--- src/rtl/core/gtc_pkg.sv ---
package gtc_pkg;

    localparam int TS_W = 49;
    localparam int LAT_COMPOSE = 7;
    localparam int LAT_SPLIT = 19;
    localparam longint unsigned MS_PER_DAY = 64'd86400000;

    typedef logic [2:0] t_err;

    localparam t_err ERR_NONE  = 3'd0;
    localparam t_err ERR_YEAR  = 3'd1;
    localparam t_err ERR_MONTH = 3'd2;
    localparam t_err ERR_DAY   = 3'd3;
    localparam t_err ERR_TIME  = 3'd4;
    localparam t_err ERR_RANGE = 3'd5;

    typedef struct packed {
        logic [TS_W-1:0] ts;
        t_err            err;
    } t_stamp;

    typedef struct packed {
        logic [TS_W-1:0] ts;
        logic [13:0]     year;
        logic [3:0]      month;
        logic [4:0]      day;
        logic [4:0]      hour;
        logic [5:0]      minute;
        logic [5:0]      second;
        logic [9:0]      milli;
        logic [2:0]      weekday;
        logic [8:0]      yday;
        logic            leap;
        t_err            err;
    } t_result;

    // days in the months before the given one
    function automatic logic [8:0] cum_days(input logic [3:0] month, input logic leap);
        logic [8:0] base;
        case (month)
            4'd1:    base = 9'd0;
            4'd2:    base = 9'd31;
            4'd3:    base = 9'd59;
            4'd4:    base = 9'd90;
            4'd5:    base = 9'd120;
            4'd6:    base = 9'd151;
            4'd7:    base = 9'd181;
            4'd8:    base = 9'd212;
            4'd9:    base = 9'd243;
            4'd10:   base = 9'd273;
            4'd11:   base = 9'd304;
            4'd12:   base = 9'd334;
            default: base = 9'd0;
        endcase
        cum_days = base + ((leap && month > 4'd2) ? 9'd1 : 9'd0);
    endfunction

    function automatic logic [4:0] month_len(input logic [3:0] month, input logic leap);
        logic [4:0] len;
        case (month) inside
            4'd1, 4'd3, 4'd5, 4'd7, 4'd8, 4'd10, 4'd12: len = 5'd31;
            4'd4, 4'd6, 4'd9, 4'd11:                     len = 5'd30;
            4'd2:                                        len = leap ? 5'd29 : 5'd28;
            default:                                     len = 5'd0;
        endcase
        month_len = len;
    endfunction

endpackage

--- src/rtl/core/gtc_dly.sv ---
module gtc_dly #(
    parameter int W = 8,
    parameter int N = 1
) (
    input  logic         i_clk,
    input  logic         i_en,
    input  logic [W-1:0] i_d,
    output logic [W-1:0] o_q
);

    logic [W-1:0] r_pipe [N];

    always_ff @(posedge i_clk) begin
        if (i_en) begin
            r_pipe[0] <= i_d;
            for (int i = 1; i < N; i++) begin
                r_pipe[i] <= r_pipe[i-1];
            end
        end
    end

    assign o_q = r_pipe[N-1];

endmodule

--- src/rtl/core/gtc_cdiv.sv ---
module gtc_cdiv #(
    parameter int W_X = 16,
    parameter int DIV = 10,
    localparam int W_R = $clog2(DIV),
    localparam int W_Q = W_X - W_R + 1
) (
    input  logic           i_clk,
    input  logic           i_en,
    input  logic [W_X-1:0] i_x,
    output logic [W_Q-1:0] o_q,
    output logic [W_R-1:0] o_r
);

    localparam int W_P = W_X + W_Q;
    localparam longint unsigned RECIP_L = (64'd1 << W_X) / DIV;
    localparam logic [W_Q-1:0] RECIP = W_Q'(RECIP_L);

    logic [W_P-1:0] n_prod;
    logic [W_X-1:0] n_rem;
    logic           n_ge;

    logic [W_X-1:0] r_x1;
    logic [W_Q-1:0] r_q1;
    logic [W_Q-1:0] r_q2;
    logic [W_R:0]   r_r2;

    // reciprocal estimate is exact or one low
    assign n_prod = W_P'(i_x) * W_P'(RECIP);
    assign n_rem  = r_x1 - W_X'(r_q1) * W_X'(DIV);
    assign n_ge   = r_r2 >= (W_R+1)'(DIV);

    always_ff @(posedge i_clk) begin
        if (i_en) begin
            r_x1 <= i_x;
            r_q1 <= n_prod[W_X +: W_Q];
            r_q2 <= r_q1;
            r_r2 <= n_rem[W_R:0];
            o_q  <= n_ge ? r_q2 + W_Q'(1) : r_q2;
            o_r  <= n_ge ? W_R'(r_r2 - (W_R+1)'(DIV)) : r_r2[W_R-1:0];
        end
    end

endmodule

--- src/rtl/core/gtc_compose.sv ---
module gtc_compose #(
    parameter int MAX_YEAR = 9999
) (
    input  logic                 i_clk,
    input  logic                 i_en,
    input  logic                 i_cmd,
    input  logic [48:0]          i_timestamp_ms,
    input  logic [13:0]          i_year_in,
    input  logic [3:0]           i_month_in,
    input  logic [4:0]           i_day_in,
    input  logic [4:0]           i_hour_in,
    input  logic [5:0]           i_minute_in,
    input  logic [5:0]           i_second_in,
    input  logic [9:0]           i_milli_in,
    output gtc_pkg::t_stamp      o_stamp
);

    typedef struct packed {
        logic        cmd;
        logic [48:0] ts;
        logic [13:0] year;
        logic [3:0]  month;
        logic [4:0]  day;
        logic [4:0]  hour;
        logic [5:0]  minute;
        logic [5:0]  second;
        logic [9:0]  milli;
    } t_fields;

    t_fields        n_in;
    t_fields        dly;
    logic [7:0]     q100;
    logic [6:0]     r100;
    logic [5:0]     q400;
    logic [8:0]     r400;

    logic           n_leap;
    logic [13:0]    n_p;
    logic [7:0]     n_pd100;
    logic [5:0]     n_pd400;
    logic [22:0]    n_days0;
    gtc_pkg::t_err  n_err;

    logic           r1_cmd;
    logic [48:0]    r1_ts;
    gtc_pkg::t_err  r1_err;
    logic [22:0]    r1_days0;
    logic [8:0]     r1_cum;
    logic [4:0]     r1_day;
    logic [26:0]    r1_hp;
    logic [21:0]    r1_mp;
    logic [15:0]    r1_sp;

    logic           r2_cmd;
    logic [48:0]    r2_ts;
    gtc_pkg::t_err  r2_err;
    logic [22:0]    r2_days;
    logic [26:0]    r2_msd;

    logic           r3_cmd;
    logic [48:0]    r3_ts;
    gtc_pkg::t_err  r3_err;
    logic [48:0]    r3_dm;
    logic [26:0]    r3_msd;

    assign n_in = '{cmd: i_cmd, ts: i_timestamp_ms, year: i_year_in, month: i_month_in,
                    day: i_day_in, hour: i_hour_in, minute: i_minute_in,
                    second: i_second_in, milli: i_milli_in};

    gtc_dly #(.W($bits(t_fields)), .N(3)) u_dly (
        .i_clk (i_clk), .i_en (i_en), .i_d (n_in), .o_q (dly)
    );

    gtc_cdiv #(.W_X(14), .DIV(100)) u_div100 (
        .i_clk (i_clk), .i_en (i_en), .i_x (i_year_in), .o_q (q100), .o_r (r100)
    );

    gtc_cdiv #(.W_X(14), .DIV(400)) u_div400 (
        .i_clk (i_clk), .i_en (i_en), .i_x (i_year_in), .o_q (q400), .o_r (r400)
    );

    always_comb begin
        n_leap  = (dly.year[1:0] == 2'b00) && (r100 != 7'd0 || r400 == 9'd0);
        n_p     = dly.year - 14'd1;
        n_pd100 = (r100 == 7'd0) ? q100 - 8'd1 : q100;
        n_pd400 = (r400 == 9'd0) ? q400 - 6'd1 : q400;
        n_days0 = 23'(n_p) * 23'd365 + 23'(n_p[13:2]) - 23'(n_pd100) + 23'(n_pd400);
        if (dly.year == 14'd0 || 17'(dly.year) > 17'(MAX_YEAR)) begin
            n_err = gtc_pkg::ERR_YEAR;
        end else if (dly.month == 4'd0 || dly.month > 4'd12) begin
            n_err = gtc_pkg::ERR_MONTH;
        end else if (dly.day == 5'd0 ||
                     dly.day > gtc_pkg::month_len(dly.month, n_leap)) begin
            n_err = gtc_pkg::ERR_DAY;
        end else if (dly.hour > 5'd23 || dly.minute > 6'd59 || dly.second > 6'd59 ||
                     dly.milli > 10'd999) begin
            n_err = gtc_pkg::ERR_TIME;
        end else begin
            n_err = gtc_pkg::ERR_NONE;
        end
    end

    always_ff @(posedge i_clk) begin
        if (i_en) begin
            r1_cmd   <= dly.cmd;
            r1_ts    <= dly.ts;
            r1_err   <= n_err;
            r1_days0 <= n_days0;
            r1_cum   <= gtc_pkg::cum_days(dly.month, n_leap);
            r1_day   <= dly.day;
            r1_hp    <= 27'(dly.hour) * 27'd3600000;
            r1_mp    <= 22'(dly.minute) * 22'd60000;
            r1_sp    <= 16'(dly.second) * 16'd1000 + 16'(dly.milli);

            r2_cmd   <= r1_cmd;
            r2_ts    <= r1_ts;
            r2_err   <= r1_err;
            r2_days  <= r1_days0 + 23'(r1_cum) + 23'(r1_day) - 23'd1;
            r2_msd   <= r1_hp + 27'(r1_mp) + 27'(r1_sp);

            r3_cmd   <= r2_cmd;
            r3_ts    <= r2_ts;
            r3_err   <= r2_err;
            r3_dm    <= 49'(r2_days) * 49'(gtc_pkg::MS_PER_DAY);
            r3_msd   <= r2_msd;

            if (!r3_cmd) begin
                o_stamp.ts  <= r3_ts;
                o_stamp.err <= gtc_pkg::ERR_NONE;
            end else if (r3_err != gtc_pkg::ERR_NONE) begin
                o_stamp.ts  <= '0;
                o_stamp.err <= r3_err;
            end else begin
                o_stamp.ts  <= r3_dm + 49'(r3_msd);
                o_stamp.err <= gtc_pkg::ERR_NONE;
            end
        end
    end

endmodule

--- config.mk ---
export PLATFORM = sky130hd
export DESIGN_NAME = gtc_compose
export DESIGN_NICKNAME = d
export VERILOG_FILES = /design/src/rtl/core/gtc_pkg.sv /design/src/rtl/core/gtc_dly.sv /design/src/rtl/core/gtc_cdiv.sv /design/src/rtl/core/gtc_compose.sv
export SDC_FILE = /design/constraint.sdc
export NUM_CORES = 2
export LEC_CHECK = 0
export BUFFER_PORTS_ARGS = -buffer_cell sky130_fd_sc_hd__buf_2
export CORE_MARGIN = 8
export CORE_UTILIZATION = 40
export CTS_CLUSTER_SIZE = 40
export DETAILED_ROUTE_END_ITERATION = 12
export SLEW_MARGIN = 10
export SYNTH_ARGS = -nofsm -noshare
export SYNTH_HDL_FRONTEND = slang
export SYNTH_SLANG_ARGS = --single-unit
--- constraint.sdc ---
create_clock -name i_clk -period 5.56 [get_ports i_clk]
set_input_delay 1.112 -clock i_clk [delete_from_list [all_inputs] [get_ports i_clk]]
set_output_delay 1.112 -clock i_clk [all_outputs]
set_load 0.01 [all_outputs]
* Word-level counts from Yosys, hierarchy flattened *
Memory sizes are Yosys's and may differ from the RTL's.
Index checks and enable logic that the tools add are counted.

storage, ports and cells
  input bits = 102
  output and inout port bits = 52
  register bits after elaboration = 503
  ROM bits = 144
  logic and storage cells = 128
  memories = 2
  RAM bits = 300

operators by class
  reductions and logical operators = 21
  magnitude comparators = 10
  $mul = 9
  equal/unequal tests = 12
  $add $sub $neg = 20
  mux-type cells = 21

memories
  memory            words  bits a word  read ports  clocked after Yosys merged registers in  wr ports  line           source
  u_dly.r_pipe      3      100          3           0                                        3         gtc_dly.sv:11  logic [W-1:0] r_pipe [N];
  (name not given)  16     9            1           0                                        0         gtc_pkg.sv:40  case (month)

operators by type and width
  kind                    count
  $mux 52                 2
  $add 49x27->49          1
  $mul 23x17->39 const B  1
  $add 27x16->27          1
  $add 27x22->27          1
  $mux 5                  5
  $add 23x12->23          1
  $add 23x5->23           1
  $add 23x6->23           1
  $add 23x9->23           1
  $mul 14x9->23 const B   1
  $sub 23x1->23 const B   1
  $sub 23x8->23           1
  $mul 14x8->22 const B   1
  $eq 4x4->1 const B      5
  $mul 5x15->20 const B   1
  $mux 9                  2
  $mul 14x3->17 const B   1
  $mul 6x11->17 const B   1
  $add 16x10->16          1
  $eq 4x3->1 const B      4
  $mux 8                  2
  $gt 14x14->1 const B    1
  $logic_not 14->1        1
  41 further kinds        55

* Longest topological paths before layout *
  depth in word-level cells = 13
  depth in mapped cells = 25
  mapped depth without buffers = 25

* By module *
A second synthesis with hierarchy kept.

unflattened totals
  cell total of the unflattened synthesis = 3655
  area total of the unflattened synthesis = 48300.1 um2

by module, submodules not included
  module                cells each  times used  seq. area each (um2)  area an instance (um2)
  gtc_compose           2778        1           12522.0               32398.6
  gtc_dly               400         1           9008.6                9759.4
  gtc_cdiv at u_div100  294         1           1411.4                3642.2
  gtc_cdiv at u_div400  183         1           1411.4                2499.9

* Worst setup path after synthesis *
Ideal clock, no wire load.

  path kind = register to register
  start point = register u_div400.o_r[0]
  end point = register r1_days0[22], data pin
  stages on the path, launching flop included = 22
  path buffers = 0
  setup time = 0.260 ns
  arrival time = 5.646 ns
  clock period less this slack = 5.906 ns
  required time = 5.300 ns
  slack = -0.346 ns
  path through = edfxtp_1 inv_1 ha_1 nand2_1 nor3_1 xor2_1 ha_1 inv_1 fa_1 fa_1 fa_1 inv_1 fa_1 inv_1 ha_1 o21a_1 o221ai_1 o211a_1 o21a_1 o31ai_1 a21oi_1 xnor2_1

on the way
  cells in the longest elaborated chain, start to end = 3

ends and longest elaborated chain
  element                   line                source
  start: declaration        gtc_cdiv.sv:11      output logic [W_R-1:0] o_r
  start signal: assignment  gtc_cdiv.sv:39      o_r <= n_ge ? W_R'(r_r2 - (W_R+1)'(DIV)) : r_r2[W_R-1:0];
  $logic_not 9->1           gtc_compose.sv:86   n_pd400 = (r400 == 9'd0) ? q400 - 6'd1 : q400;
  $mux 6                    gtc_compose.sv:86
  $add 23x6->23             gtc_compose.sv:87   n_days0 = 23'(n_p) * 23'd365 + 23'(n_p[13:2]) - 23'(n_pd100) + 23'(n_pd400);
  via n_days0[22]           gtc_compose.sv:41   logic [22:0] n_days0;
  end signal: assignment    gtc_compose.sv:108  r1_days0 <= n_days0;
  end: declaration          gtc_compose.sv:47   logic [22:0] r1_days0;

The timed path passes the listed nets, and every way through them passes these cells.
A chain may end at the register's enable or synchronous reset.

==> impl_metrics.json <==
{
  "status": "complete, no violations",
  "cp.arrival_ns": 5.93,
  "dieArea_um2": 126000,
  "ys_warn_count": 0,
  "drc": 0,
  "finClkSkew_ns": 0.0308,
  "synth_most_common_cell": "edfxtp_1",
  "grt_pass1_vias": 26534,
  "vias": 25495,
  "synthDistinctLibCells": 71,
  "start_util_pct": 40.3,
  "cts-htree-levels": 3,
  "wire_per_inst_um": 15.1,
  "multi_input_area_um2": 21100,
  "ios": 154,
  "antenna_found_initial": 0,
  "tritoncts": "done",
  "dpl.cell_count": 5237,
  "ant_nets": 0,
  "slowest_delay_ns": 0.56,
  "synth-seq-area-share_pct": 50.9,
  "ff_latch_area_um2": 23500,
  "antenna_cells": 0,
  "synth_nets": 4403,
  "ys.flop_type": "edfxtp_1",
  "path_delay_family": "adder cells",
  "std_cell_rows": 124,
  "finalSetupViolCount": 0,
  "cts_buffers": 85,
  "period_share_pct": 99.5,
  "hpwl_um": 62300,
  "grt_pass1_wl_um": 134000,
  "fmax_ghz": 0.181,
  "cts_max_path_buffers": 3,
  "cp_slowest_cell": "fa_1",
  "fill_cells": 10181,
  "crit_chain": "or3_4 > buf_6 > or3_4 > xor2_4 > inv_2 > ha_4 > inv_2 > fa_2 > fa_1 > fa_1 > fa_1 > inv_2 > ha_4 > o221ai_4 > o211a_1 > o21a_1 > o31ai_1 > a21oi_1 > xnor2_1",
  "synth_seq_cells": 781,
  "post-route-util_pct": 47.0,
  "maxCapViolCount": 0,
  "coreArea_um2": 114000,
  "synth_area_leaders": "edfxtp_1 (51%), ha_1 (15%), fa_1 (12%), inv_1 (5.3%), xnor2_1 (3.7%)",
  "die_y_um": 355,
  "cts_sinks": 781,
  "area_growth_syn_to_layout_pct": 16.7,
  "rsz0062_at_grt": "yes",
  "grt_max_degree": 139,
  "yosys.area.top_type": "edfxtp_1",
  "root_buffer": "clkbuf_16",
  "avgViaCountPerCell": 4.68,
  "synthCells": 3461,
  "slew_violations": 0,
  "clk_pin_slew_ns": 0.06,
  "worst_slew_pin_slew_ns": 0.950,
  "syn_avg_cell_area_um2": 13.3,
  "relSlewSlack_pct": 36.6,
  "cp.required_ns": 5.95,
  "synth_edf_count": 781,
  "yosys-top-cells-count": "edfxtp_1 (781), inv_1 (656), ha_1 (557)",
  "numPortBuffers": 153,
  "grt_usage_pct": 12.9,
  "worst_setup_path_end_kind": "flop",
  "drive_gt1_share_pct": 16.3,
  "dr.pass1.iters": 5,
  "worstPathMaxFanout": 4,
  "syn_area_um2": 46100,
  "period_needed_ns": 5.53,
  "layoutNonFillerInstCount": 5444,
  "cp-start-kind": "flop",
  "crit_type": "reg2reg",
  "synthArstFlopShare_pct": 0,
  "first_iter_violations": 1203,
  "crit_buf_inv": 4,
  "wl_um": 82200,
  "clk_latency_ns": 0.66,
  "die_w_um": 355,
  "min_path_type": "reg2reg",
  "routabilityCongestion": 0.862,
  "final-hold-violation-count": 0,
  "grt_overflow": 0,
  "yosysTopAreaCellShare_pct": 50.9,
  "nets": 4801
}
## routing by layer
| layer | vias up | GRT usage, % | share of wire [%] | routed length (µm) |
|---|---|---|---|---|
| li1 | 12803 | - | - | - |
| met1 | 12222 | 17.2 | 47 | 38600 |
| met2 | 335 | 21.5 | 47 | 38500 |
| met3 | 135 | 2.43 | 3.5 | 2910 |
| met4 | 0 | 3.79 | 2.6 | 2140 |
| met5 | - | 0 | 0 | 0 |
## registers in the layout (all words and copies together), names as in the netlist, 8 cells and up
register and cells:
r2_days 23, r1_hp 20, r3_dm 39, r1_mp 17
u_div400.r_r2 10, o_stamp 52, r1_days0 23, r2_ts 49
r2_msd 27, r1_sp 16, r3_msd 27, u_div100.r_q2 8
u_div100.o_q 8, r1_ts 49, u_div400.o_r 9, u_dly.r_pipe 283
r3_ts 49, r1_cum 9, u_div100.r_q1 8, u_div400.r_x1 9
## cell families after synthesis
logic type               share of synthesized area (%)
adder cells (fa/ha/maj)                           27.4
flip-flops                                        50.9
buffers and inverters                             5.52
AO/OA/AOI/OAI                                     6.23
AND/OR/NAND/NOR                                   4.71
XOR/XNOR                                          5.02
multiplexers                                     0.179
## repair_timing
item | in CTS | in global routing
setup buffers | 18 | 29
hold buffers | 0 | 0
pin swaps | 42 | 107
endpoints found under the setup margin | 15 | 25
hold endpoints to repair | 0 | 0
resized for setup | 42 | 116
## layout by cell type, fill, tap and decap left out, types with 24 or more instances in the layout
master,Yosys,final
a31oi_1,28,24
inv_2,0,26
inv_1,656,630
buf_2,1,152
a21o_1,59,59
buf_4,1,163
o22ai_1,41,41
nand3_1,40,39
and3_1,27,27
a21oi_1,123,113
o21ai_0,81,69
clkbuf_16,0,85
nand2_1,116,111
nor3_1,50,37
xor2_1,71,66
edfxtp_1,781,781
ha_1,557,517
ha_4,0,31
xnor2_1,193,185
fa_1,283,276
nor2_1,96,93
## through the flow
step                      cell area (µm²)  hold WS, ns  setup TNS (ns)  worst slack (ns)
after floorplan                     46300        0.400         -0.0559           -0.0288
after global placement              49900        0.400          -0.747            -0.160
after detailed placement            49900        0.405           -1.40            -0.176
after CTS                           53000        0.385         -0.0605           -0.0356
after global routing                53800        0.392          -0.813            -0.148
final                               53800        0.394               0            0.0274
## layout make-up
cell class,instances,area share [%]
sequential,781,43.6
multi-input combinational,2004,39.1
inverter,657,4.59
timing repair buffer,330,4.11
clock buffer,100,4.06
tap,1512,3.52
clock inverter,60,0.982
## final timing paths
path / start / endpoint / slack (ns) / cells past startpoint
max: u_dly.r_pipe[0][243]$_DFFE_PP_ / r1_days0[22]$_DFFE_PP_ / 0.03 / 19
min: u_dly.r_pipe[0][299]$_DFFE_PP_ / r1_cmd$_DFFE_PP_ / 0.39 / 0
max reg2reg: u_dly.r_pipe[0][243]$_DFFE_PP_ / r1_days0[22]$_DFFE_PP_ / 0.03 / 19
min reg2reg: u_dly.r_pipe[0][299]$_DFFE_PP_ / r1_cmd$_DFFE_PP_ / 0.39 / 0
## worst reg2reg max path, cell delays in order (launching register included)
cell and delay (ns):
edfxtp_1 0.38, or3_4 0.43, buf_6 0.15, or3_4 0.41, xor2_4 0.21, inv_2 0.07
ha_4 0.27, inv_2 0.04, fa_2 0.43, fa_1 0.56, fa_1 0.43, fa_1 0.53
inv_2 0.05, ha_4 0.29, o221ai_4 0.10, o211a_1 0.25, o21a_1 0.23, o31ai_1 0.21
a21oi_1 0.11, xnor2_1 0.13
Power is left out: the tool's default activity adds up to more than one toggle a clock period on the data nets, which glitch-free logic cannot reach.
