<file path="config.mk">
export PLATFORM = sky130hd
export DESIGN_NAME = gtc_split
export DESIGN_NICKNAME = d
export VERILOG_FILES = /design/src/rtl/core/gtc_pkg.sv /design/src/rtl/core/gtc_dly.sv /design/src/rtl/core/gtc_cdiv.sv /design/src/rtl/core/gtc_split.sv
export SDC_FILE = /design/constraint.sdc
export NUM_CORES = 2
export LEC_CHECK = 0
export BUFFER_PORTS_ARGS = -buffer_cell sky130_fd_sc_hd__buf_2
export CORE_UTILIZATION = 69
export CTS_CLUSTER_SIZE = 28
export DETAILED_ROUTE_END_ITERATION = 7
export PLACE_DENSITY_LB_ADDON = 0.05
export SYNTH_ARGS = -nofsm -noshare
export SYNTH_HDL_FRONTEND = slang
export SYNTH_SLANG_ARGS = --single-unit
</file>
<file path="constraint.sdc">
create_clock -name i_clk -period 19.8 [get_ports i_clk]
set_input_delay 0.99 -clock i_clk [delete_from_list [all_inputs] [get_ports i_clk]]
set_output_delay 0.99 -clock i_clk [all_outputs]
set_load 0.01 [all_outputs]
</file>
<file path="src/rtl/core/gtc_pkg.sv">
package gtc_pkg;

    localparam int TS_W = 49;
    localparam int LAT_COMPOSE = 7;
    localparam int LAT_SPLIT = 19;
    localparam longint unsigned MS_PER_DAY = 64'd86400000;

    typedef logic [2:0] t_err;

    localparam t_err ERR_NONE  = 3'd0;
    localparam t_err ERR_YEAR  = 3'd1;
    localparam t_err ERR_MONTH = 3'd2;
    localparam t_err ERR_DAY   = 3'd3;
    localparam t_err ERR_TIME  = 3'd4;
    localparam t_err ERR_RANGE = 3'd5;

    typedef struct packed {
        logic [TS_W-1:0] ts;
        t_err            err;
    } t_stamp;

    typedef struct packed {
        logic [TS_W-1:0] ts;
        logic [13:0]     year;
        logic [3:0]      month;
        logic [4:0]      day;
        logic [4:0]      hour;
        logic [5:0]      minute;
        logic [5:0]      second;
        logic [9:0]      milli;
        logic [2:0]      weekday;
        logic [8:0]      yday;
        logic            leap;
        t_err            err;
    } t_result;

    // days in the months before the given one
    function automatic logic [8:0] cum_days(input logic [3:0] month, input logic leap);
        logic [8:0] base;
        case (month)
            4'd1:    base = 9'd0;
            4'd2:    base = 9'd31;
            4'd3:    base = 9'd59;
            4'd4:    base = 9'd90;
            4'd5:    base = 9'd120;
            4'd6:    base = 9'd151;
            4'd7:    base = 9'd181;
            4'd8:    base = 9'd212;
            4'd9:    base = 9'd243;
            4'd10:   base = 9'd273;
            4'd11:   base = 9'd304;
            4'd12:   base = 9'd334;
            default: base = 9'd0;
        endcase
        cum_days = base + ((leap && month > 4'd2) ? 9'd1 : 9'd0);
    endfunction

    function automatic logic [4:0] month_len(input logic [3:0] month, input logic leap);
        logic [4:0] len;
        case (month) inside
            4'd1, 4'd3, 4'd5, 4'd7, 4'd8, 4'd10, 4'd12: len = 5'd31;
            4'd4, 4'd6, 4'd9, 4'd11:                     len = 5'd30;
            4'd2:                                        len = leap ? 5'd29 : 5'd28;
            default:                                     len = 5'd0;
        endcase
        month_len = len;
    endfunction

endpackage

</file>
<file path="src/rtl/core/gtc_dly.sv">
module gtc_dly #(
    parameter int W = 8,
    parameter int N = 1
) (
    input  logic         i_clk,
    input  logic         i_en,
    input  logic [W-1:0] i_d,
    output logic [W-1:0] o_q
);

    logic [W-1:0] r_pipe [N];

    always_ff @(posedge i_clk) begin
        if (i_en) begin
            r_pipe[0] <= i_d;
            for (int i = 1; i < N; i++) begin
                r_pipe[i] <= r_pipe[i-1];
            end
        end
    end

    assign o_q = r_pipe[N-1];

endmodule

</file>
<file path="src/rtl/core/gtc_cdiv.sv">
module gtc_cdiv #(
    parameter int W_X = 16,
    parameter int DIV = 10,
    localparam int W_R = $clog2(DIV),
    localparam int W_Q = W_X - W_R + 1
) (
    input  logic           i_clk,
    input  logic           i_en,
    input  logic [W_X-1:0] i_x,
    output logic [W_Q-1:0] o_q,
    output logic [W_R-1:0] o_r
);

    localparam int W_P = W_X + W_Q;
    localparam longint unsigned RECIP_L = (64'd1 << W_X) / DIV;
    localparam logic [W_Q-1:0] RECIP = W_Q'(RECIP_L);

    logic [W_P-1:0] n_prod;
    logic [W_X-1:0] n_rem;
    logic           n_ge;

    logic [W_X-1:0] r_x1;
    logic [W_Q-1:0] r_q1;
    logic [W_Q-1:0] r_q2;
    logic [W_R:0]   r_r2;

    // reciprocal estimate is exact or one low
    assign n_prod = W_P'(i_x) * W_P'(RECIP);
    assign n_rem  = r_x1 - W_X'(r_q1) * W_X'(DIV);
    assign n_ge   = r_r2 >= (W_R+1)'(DIV);

    always_ff @(posedge i_clk) begin
        if (i_en) begin
            r_x1 <= i_x;
            r_q1 <= n_prod[W_X +: W_Q];
            r_q2 <= r_q1;
            r_r2 <= n_rem[W_R:0];
            o_q  <= n_ge ? r_q2 + W_Q'(1) : r_q2;
            o_r  <= n_ge ? W_R'(r_r2 - (W_R+1)'(DIV)) : r_r2[W_R-1:0];
        end
    end

endmodule

</file>
<file path="src/rtl/core/gtc_split.sv">
module gtc_split #(
    parameter int MAX_YEAR = 9999
) (
    input  logic             i_clk,
    input  logic             i_en,
    input  gtc_pkg::t_stamp  i_stamp,
    output gtc_pkg::t_result o_res
);

    localparam longint unsigned PY = 64'(MAX_YEAR);
    localparam longint unsigned LIM_DAYS = PY * 365 + PY / 4 - PY / 100 + PY / 400;
    localparam logic [63:0] LIMIT = LIM_DAYS * gtc_pkg::MS_PER_DAY;

    gtc_pkg::t_stamp n_chk;
    gtc_pkg::t_stamp chk_d;

    logic [9:0]  qa;
    logic [16:0] ra;
    logic [12:0] lo13_d;
    logic [13:0] qb;
    logic [16:0] rb;
    logic [9:0]  lo10_d;
    logic [9:0]  qa_d;
    logic [22:0] days;
    logic [26:0] msd;

    logic [5:0]  n400;
    logic [17:0] r400;
    logic [2:0]  qc;
    logic [15:0] rc;
    logic [1:0]  n_c;
    logic [15:0] n_rc;
    logic [5:0]  q4;
    logic [10:0] r4;
    logic [2:0]  qy;
    logic [8:0]  ry;
    logic [1:0]  n_y1;
    logic [8:0]  n_rd;

    logic [5:0]  n400_d;
    logic [1:0]  c_d;
    logic [5:0]  q4_d;

    logic [20:0] q7;
    logic [2:0]  r7;
    logic [2:0]  r7_d;

    logic [17:0] qs;
    logic [9:0]  ms;
    logic [12:0] qm;
    logic [5:0]  sec;
    logic [7:0]  qh;
    logic [5:0]  mins;
    logic [9:0]  ms_d;
    logic [5:0]  sec_d;
    logic [7:0]  qh_d;
    logic [5:0]  mins_d;

    logic        n_leap;
    logic [3:0]  n_month;
    logic [4:0]  n_day;
    logic [14:0] n_year;

    always_comb begin
        n_chk.ts = i_stamp.ts;
        if (i_stamp.err != gtc_pkg::ERR_NONE) begin
            n_chk.err = i_stamp.err;
        end else if (64'(i_stamp.ts) >= LIMIT) begin
            n_chk.err = gtc_pkg::ERR_RANGE;
        end else begin
            n_chk.err = gtc_pkg::ERR_NONE;
        end
    end

    gtc_dly #(.W($bits(gtc_pkg::t_stamp)), .N(18)) u_dly_chk (
        .i_clk (i_clk), .i_en (i_en), .i_d (n_chk), .o_q (chk_d)
    );

    // ms per day is 1024 * 84375: long division of ts >> 10 as a 26-bit high part, then a 13-bit low digit
    gtc_cdiv #(.W_X(26), .DIV(84375)) u_div_hi (
        .i_clk (i_clk), .i_en (i_en), .i_x (i_stamp.ts[48:23]), .o_q (qa), .o_r (ra)
    );

    gtc_dly #(.W(13), .N(3)) u_dly_lo13 (
        .i_clk (i_clk), .i_en (i_en), .i_d (i_stamp.ts[22:10]), .o_q (lo13_d)
    );

    gtc_cdiv #(.W_X(30), .DIV(84375)) u_div_lo (
        .i_clk (i_clk), .i_en (i_en), .i_x ({ra, lo13_d}), .o_q (qb), .o_r (rb)
    );

    gtc_dly #(.W(10), .N(6)) u_dly_lo10 (
        .i_clk (i_clk), .i_en (i_en), .i_d (i_stamp.ts[9:0]), .o_q (lo10_d)
    );

    gtc_dly #(.W(10), .N(3)) u_dly_qa (
        .i_clk (i_clk), .i_en (i_en), .i_d (qa), .o_q (qa_d)
    );

    assign days = {qa_d, qb[12:0]};
    assign msd  = {rb, lo10_d};

    // calendar: 400-year cycles, centuries, 4-year groups, years
    gtc_cdiv #(.W_X(23), .DIV(146097)) u_div_400y (
        .i_clk (i_clk), .i_en (i_en), .i_x (days), .o_q (n400), .o_r (r400)
    );

    gtc_cdiv #(.W_X(18), .DIV(36524)) u_div_100y (
        .i_clk (i_clk), .i_en (i_en), .i_x (r400), .o_q (qc), .o_r (rc)
    );

    assign n_c  = (qc > 3'd3) ? 2'd3 : qc[1:0];
    assign n_rc = (qc > 3'd3) ? 16'd36524 : rc;

    gtc_cdiv #(.W_X(16), .DIV(1461)) u_div_4y (
        .i_clk (i_clk), .i_en (i_en), .i_x (n_rc), .o_q (q4), .o_r (r4)
    );

    gtc_cdiv #(.W_X(11), .DIV(365)) u_div_1y (
        .i_clk (i_clk), .i_en (i_en), .i_x (r4), .o_q (qy), .o_r (ry)
    );

    assign n_y1 = (qy > 3'd3) ? 2'd3 : qy[1:0];
    assign n_rd = (qy > 3'd3) ? 9'd365 : ry;

    gtc_dly #(.W(6), .N(9)) u_dly_n400 (
        .i_clk (i_clk), .i_en (i_en), .i_d (n400), .o_q (n400_d)
    );

    gtc_dly #(.W(2), .N(6)) u_dly_c (
        .i_clk (i_clk), .i_en (i_en), .i_d (n_c), .o_q (c_d)
    );

    gtc_dly #(.W(6), .N(3)) u_dly_q4 (
        .i_clk (i_clk), .i_en (i_en), .i_d (q4), .o_q (q4_d)
    );

    gtc_cdiv #(.W_X(23), .DIV(7)) u_div_wk (
        .i_clk (i_clk), .i_en (i_en), .i_x (days), .o_q (q7), .o_r (r7)
    );

    gtc_dly #(.W(3), .N(9)) u_dly_wk (
        .i_clk (i_clk), .i_en (i_en), .i_d (r7), .o_q (r7_d)
    );

    // time of day
    gtc_cdiv #(.W_X(27), .DIV(1000)) u_div_ms (
        .i_clk (i_clk), .i_en (i_en), .i_x (msd), .o_q (qs), .o_r (ms)
    );

    gtc_cdiv #(.W_X(18), .DIV(60)) u_div_sec (
        .i_clk (i_clk), .i_en (i_en), .i_x (qs), .o_q (qm), .o_r (sec)
    );

    gtc_cdiv #(.W_X(13), .DIV(60)) u_div_min (
        .i_clk (i_clk), .i_en (i_en), .i_x (qm), .o_q (qh), .o_r (mins)
    );

    gtc_dly #(.W(10), .N(9)) u_dly_ms (
        .i_clk (i_clk), .i_en (i_en), .i_d (ms), .o_q (ms_d)
    );

    gtc_dly #(.W(6), .N(6)) u_dly_sec (
        .i_clk (i_clk), .i_en (i_en), .i_d (sec), .o_q (sec_d)
    );

    gtc_dly #(.W(8), .N(3)) u_dly_hour (
        .i_clk (i_clk), .i_en (i_en), .i_d (qh), .o_q (qh_d)
    );

    gtc_dly #(.W(6), .N(3)) u_dly_min (
        .i_clk (i_clk), .i_en (i_en), .i_d (mins), .o_q (mins_d)
    );

    always_comb begin
        n_leap  = (n_y1 == 2'd3) && (q4_d != 6'd24 || c_d == 2'd3);
        n_month = 4'd1;
        for (int k = 2; k <= 12; k++) begin
            if (n_rd >= gtc_pkg::cum_days(4'(k), n_leap)) begin
                n_month = 4'(k);
            end
        end
        n_day  = 5'(n_rd - gtc_pkg::cum_days(n_month, n_leap) + 9'd1);
        n_year = 15'(n400_d) * 15'd400 + 15'(c_d) * 15'd100 + 15'(q4_d) * 15'd4
                 + 15'(n_y1) + 15'd1;
    end

    always_ff @(posedge i_clk) begin
        if (i_en) begin
            o_res.ts  <= chk_d.ts;
            o_res.err <= chk_d.err;
            if (chk_d.err != gtc_pkg::ERR_NONE) begin
                o_res.year    <= '0;
                o_res.month   <= '0;
                o_res.day     <= '0;
                o_res.hour    <= '0;
                o_res.minute  <= '0;
                o_res.second  <= '0;
                o_res.milli   <= '0;
                o_res.weekday <= '0;
                o_res.yday    <= '0;
                o_res.leap    <= 1'b0;
            end else begin
                o_res.year    <= n_year[13:0];
                o_res.month   <= n_month;
                o_res.day     <= n_day;
                o_res.hour    <= qh_d[4:0];
                o_res.minute  <= mins_d;
                o_res.second  <= sec_d;
                o_res.milli   <= ms_d;
                o_res.weekday <= r7_d + 3'd1;
                o_res.yday    <= n_rd + 9'd1;
                o_res.leap    <= n_leap;
            end
        end
    end

endmodule

</file>
# ---- Word-level counts from Yosys, hierarchy flattened
# Memories as Yosys holds them, arrays and structs flattened. A register that Yosys moved wholly into a read port is not among the register bits.
# Index checks and enable logic that the tools add are counted.
dict set report totals {
  elab_cells 221
  regBits 705
  romBits 144
  latch_bits 0
  mem_bits_rw 1344
  out_inout_bits 115
  memories 13
}
dict set report classes {
  n_reduce_logical 5
  shift 0
  bitwise 0
  magnitude_cmp 25
  n_addsub 48
  n_eq_ne 3
  multipliers 22
  muxes 40
  div 0
}
# memory words width rd rd_ports_with_merged_regs write_ports line
set memory_table {}
lappend memory_table {u_dly_chk.r_pipe 18 52 18 0 18 gtc_dly.sv:11} ;# logic [W-1:0] r_pipe [N];
lappend memory_table {{(name not given)} 16 9 1 0 0 gtc_pkg.sv:40} ;# case (month)
lappend memory_table {u_dly_ms.r_pipe 9 10 9 1 9 gtc_dly.sv:11}
lappend memory_table {u_dly_lo10.r_pipe 6 10 6 0 6 gtc_dly.sv:11}
lappend memory_table {u_dly_n400.r_pipe 9 6 9 0 9 gtc_dly.sv:11}
lappend memory_table {u_dly_lo13.r_pipe 3 13 3 0 3 gtc_dly.sv:11}
lappend memory_table {{7 more memories} -- -- -- -- -- --}
# operator n
set ops {}
lappend ops {{$ge A9 B9 Y1} 10}
lappend ops {{$ge A49 B49 Y1 const B} 1}
lappend ops {{$mul A27 B18 Y45 const B} 1}
lappend ops {{$mul A30 B14 Y44 const B} 1}
lappend ops {{$mul A23 B19 Y42 const B} 1}
lappend ops {{$add A8 B9 Y9 const A} 4}
lappend ops {{$ge A18 B17 Y1 const B} 2}
lappend ops {{$mul A26 B10 Y36 const B} 1}
lappend ops {{$mux W18} 2}
lappend ops {{$sub A18 B18 Y18} 2}
lappend ops {{$mux W17} 2}
lappend ops {{$sub A17 B17 Y17 const B} 2}
lappend ops {{$mux W16} 2}
lappend ops {{$mul A18 B13 Y31 const B} 1}
lappend ops {{$mul A23 B6 Y29 const B} 1}
lappend ops {{$mux W3} 9}
lappend ops {{$add A13 B1 Y13 const B} 2}
lappend ops {{$mux W13} 2}
lappend ops {{$mux W6} 4}
lappend ops {{$mul A18 B3 Y21 const B} 1}
lappend ops {{$mul A21 B3 Y4 const B} 1}
lappend ops {{$mul A16 B4 Y20 const B} 1}
lappend ops {{$mux W10} 2}
lappend ops {{$mux W4} 5}
lappend ops {{64 further kinds} 83}

# ---- Logic depth before layout (Yosys ltp)
dict set report depth {
  depth_word 23
  depth_mapped 28
}

# ---- By module
# A second synthesis with hierarchy kept.
dict set report hier_totals {
  hier_cells 8062
  hier_area_um2 114890.2
}
# module seq_area_each_um2 area_each_um2 cells_each n_inst
set modules_own_cells {}
lappend modules_own_cells {{gtc_dly at u_dly_chk} 28107.0 28107.0 936 1}
lappend modules_own_cells {{gtc_cdiv at u_div_lo} 2852.7 14317.5 1342 1}
lappend modules_own_cells {{gtc_cdiv at u_div_hi} 2492.4 10799.1 993 1}
lappend modules_own_cells {{gtc_cdiv at u_div_ms} 2582.5 9829.4 920 1}
lappend modules_own_cells {{gtc_cdiv at u_div_wk} 2222.1 7838.8 733 1}
lappend modules_own_cells {{gtc_cdiv at u_div_400y} 2222.1 7156.9 656 1}
lappend modules_own_cells {gtc_split 3453.3 6226.0 509 1}
lappend modules_own_cells {{gtc_cdiv at u_div_4y} 1591.5 4653.2 446 1}
lappend modules_own_cells {{gtc_cdiv at u_div_sec} 1771.7 4595.7 388 1}
lappend modules_own_cells {{gtc_cdiv at u_div_100y} 1771.7 4033.9 330 1}
lappend modules_own_cells {{gtc_dly at u_dly_ms} 2702.6 2777.7 100 1}
lappend modules_own_cells {{gtc_cdiv at u_div_1y} 1141.1 2333.5 183 1}
lappend modules_own_cells {{gtc_cdiv at u_div_min} 1321.3 2282.2 156 1}
lappend modules_own_cells {{gtc_dly at u_dly_lo10} 1801.7 1801.7 60 1}
lappend modules_own_cells {{+8 rows} -- -- -- --}

# ---- Least setup slack after synthesis
# Ideal clock, no wire load.
dict set report synth_path {
  kind {reg-to-reg}
  start {mem u_dly_q4.r_pipe[2][2] (netlist: u_dly_q4.r_pipe[0][14])}
  end {reg o_res[47] (netlist name) (data pin)}
  arrival_time_ns 5.945
  required_time_ns 19.534
  path_buffers 0
  path_stages_with_launch 24
  setup_slack_ns 13.589
  path_cell_list {edfxtp_1 -> or4b_2 -> o41ai_1 -> ha_1 -> nand2b_1 -> a21oi_1 -> o21bai_1 -> a21o_1 -> a2111oi_0 -> o221ai_1 -> a311oi_2 -> inv_1 -> ha_1 -> or2_2 -> a21oi_1 -> ha_1 -> inv_1 -> fa_1 -> ha_1 -> a21o_1 -> a21oi_1 -> xnor2_1 -> xnor2_1 -> nor2_1}
}
# item line
set synth_rtl {}
lappend synth_rtl {{from (decl)} gtc_dly.sv:11}
lappend synth_rtl {{to (decl)} gtc_split.sv:7} ;# output gtc_pkg::t_result o_res

# ---- Final worst setup path
dict set report layout_path {
  start {reg u_div_hi.o_r[4]}
  end {reg u_div_lo.r_q1[11] (data pin)}
}
dict set report layout_via {
  elab_chain_len 1
}
# item line
set layout_lines {}
lappend layout_lines {{from (decl)} gtc_cdiv.sv:11} ;# output logic [W_R-1:0] o_r
lappend layout_lines {{from (signal assigned)} gtc_cdiv.sv:39} ;# o_r <= n_ge ? W_R'(r_r2 - (W_R+1)'(DIV)) : r_r2[W_R-1:0];
lappend layout_lines {{$mul A30 B14 Y44} gtc_cdiv.sv:28} ;# assign n_prod = W_P'(i_x) * W_P'(RECIP);
lappend layout_lines {{via u_div_lo.n_prod[41]} gtc_cdiv.sv:18} ;# logic [W_P-1:0] n_prod;
lappend layout_lines {{to (signal assigned)} gtc_cdiv.sv:35} ;# r_q1 <= n_prod[W_X +: W_Q];
lappend layout_lines {{to (decl)} gtc_cdiv.sv:23} ;# logic [W_Q-1:0] r_q1;
# The timed path passes the listed nets, and every way through them passes these cells.
# A chain may end at the register's enable or synchronous reset.

==> impl_metrics.toml <==
[global_routing]
grt_pass1_wl_um = 295000
grt_pass1_vias = 55022
overflow = 0
grt_max_degree = 182
grtUsageTotal_pct = 26.1
antenna_found_initial = 6

[sta]
finalCritPeriodShare_pct = 31.6
slew_headroom_pct = 24.2
hold_viol_final = 0
fin_skew_ns = 0.0782
report.final.setup_viol = 0
tightest_slew_ns = 1.14
tns_ns = 0
finalCriticalPeriod_ns = 6.25
slew_violations = 0
rsz0062_at_grt = "false"
max_freq_mhz = 160

[synthesis]
yosys_warnings = 0
syn_nets = 8661
netlist_instances = 6752
yosysMostFrequentCell = "edfxtp_1"
synthTopCellsByCount = "1868 x edfxtp_1, 1206 x ha_1, 1200 x inv_1"
synth_area_sq_um = 101000
yosysTopAreaCell = "edfxtp_1"
ys_ff_latch = 1868
synth_top_area_share_pct = 55.8
ys_dominant_reg_cell = "edfxtp_1"
synth_cell_types = 85
ys_seq_area_share_pct = 55.8
synth_edf_count = 1868
syn_avg_cell_area_sq_um = 14.9
synthTopCellsByArea = "edfxtp_1 56%, ha_1 15%, fa_1 13%, inv_1 4.5%, xnor2_1 2.6%"
async_flop_share_pct = 0

[route]
drt.antenna.violating_nets = 0
viasPerCell = 5.60
first_pass_iters = 8
wl_per_cell_um = 20.3
vias = 51226
routed_wl_um = 186000
route.detailed.drc = 28
dr.first_iter.drc_count = 2917

[clock_tree]
clk_pin_slew_ns = 0.07
clockRootBuffer = "clkbuf_16"
cts_sinks = 1868
ctsHoldBuffers = 0
numCtsBuffers = 179
cts_tree = "built"
clockBufferDepth = 3
cts_resized = 0
cts_max_level = 4
cts_setup_buffers = 0
clkLatencyLatePin_ns = 0.83

[place]
portBuffers = 168
place_congestion = 0.901
place_hpwl_um = 129000

[worst_setup_path]
crit_cells = 18
path_cells = "ha_1 > inv_1 > fa_1 > inv_1 > fa_1 > fa_1 > fa_1 > fa_1 > ha_1 > and3_4 > a221o_1 > nand2_1 > nand3_1 > o221ai_2 > a211oi_4 > a2111oi_2 > nor2_1 > xnor2_1"
slowest_delay_ns = 0.58
criticalPathCategory = "register to register"
r2r_start = "u_div_hi.o_r[4]"
crit_arrival_ns = 6.76
crit_fanout = 7
crit_required_ns = 20.31
end_kind = "register"
reg2reg_depth = 18
critPathTopFamily = "adder cells"
crit_buf_inv = 2
regToRegSetupSlack_ns = 13.55
crit_top_cell = "fa_1"
start_kind = "register"
r2r_end = "u_div_lo.r_q1[11]"
crit_slowest_cell = "edfxtp_1"

[floorplanning]
start_util_pct = 69.8
die_h_um = 384
fp.dieW_um = 384
ios = 169
num_rows = 139
die_area_sq_um = 147000
core_area_sq_um = 144000

[layout]
fillers = 8453
synthToLayoutAreaGrowth_pct = 9.27
drive_gt1_share_pct = 7.30
num-nets-final = 9010

[worst_hold_path]
min_path_cells = 0
hp-start = "u_dly_chk.r_pipe[17][46]"
hold_class = "register to register"
holdPathEnd = "o_res[109]"

[status]
status = "finished, violations left"
violations = "DRC"

[run]
maxCapViolations = 0
[kinds of logic (layout without fill, tap and decap cells)]
family	Yosys count	after routing	share of synthesized area, %
mux	17	17	0.178
compound gates	610	610	4.07
buf+inv	1225	1720	4.60
other cells	0	3	0
flops	1868	1868	55.8
simple gates	753	753	3.74
xor+xnor	424	424	3.69
fa+ha+maj	1855	1855	27.9
[worst max path at each step]
stage,start,endpoint,slack (ns)
2_1_floorplan,u_dly_q4.r_pipe[0][14],o_res[47],13.59
3_3_place_gp,i_en,u_div_ms.r_q1[13],13.53
3_5_place_dp,i_en,u_div_ms.o_q[14],13.38
4_1_cts,u_div_hi.o_r[4],u_div_lo.r_q1[11],13.53
5_1_grt,u_dly_q4.r_pipe[0][14],o_res[47],13.17
6_report,u_div_hi.o_r[4],u_div_lo.r_q1[11],13.55
[per-layer routing]
layer  up-vias  routed length, um  global-route usage, %
li1      24214                  -                      -
met4         4               5260                   7.98
met2      1082             101000                   48.4
met1     25613              73600                   31.7
met3       313               6390                   3.44
met5         -                 27                      0
[stage by stage]
stage	hold slack [ns]	std cells	instance area, sq um	worst slack, ns	utilization (%)
global route	0.331	9151	110000	13.17	76.3
CTS	0.322	9150	110000	13.53	76.3
floorplan	0.400	6752	101000	13.59	-
finish	0.377	9153	110000	13.55	76.3
detailed placement	0.405	8823	104000	13.38	72.1
global placement	0.400	8823	104000	13.53	72.1
[registers in the layout, indices dropped and copies added, names as in the netlist, 27 cells and up]
| signal | count |
|---|---|
| u_dly_chk.r_pipe | 827 |
| o_res | 115 |
| u_dly_ms.r_pipe | 81 |
| u_dly_n400.r_pipe | 54 |
| u_dly_wk.r_pipe | 27 |
| u_dly_sec.r_pipe | 36 |
| u_dly_lo10.r_pipe | 45 |
| u_dly_qa.r_pipe | 30 |
[cell type report]
cell class | instances | area [sq um] | area share [%]
timing repair buffer | 193 | 1060 | 0.961
clock inverter | 125 | 1430 | 1.30
clock buffer | 202 | 4570 | 4.16
multi-input combinational | 3659 | 39800 | 36.3
antenna | 3 | 7.51 | 0.00683
sequential | 1868 | 56100 | 51.1
tap | 1903 | 2380 | 2.17
inverter | 1200 | 4500 | 4.10
[cell usage in the layout (no fill, tap or decap), drive strengths merged, types with 86 or more instances in the layout]
| master | netlist | final |
|---|---|---|
| a21oi | 165 | 165 |
| buf | 11 | 193 |
| clkbuf | 14 | 202 |
| clkinv | 0 | 86 |
| edfxtp | 1868 | 1868 |
| fa | 649 | 649 |
| ha | 1206 | 1206 |
| inv | 1200 | 1207 |
| nand2 | 172 | 172 |
| nor2 | 190 | 190 |
| o21ai | 107 | 107 |
| xnor2 | 299 | 299 |
| xor2 | 125 | 125 |
Power is left out: the tool's default activity adds up to more than one toggle a clock period on the data nets, which glitch-free logic cannot reach.
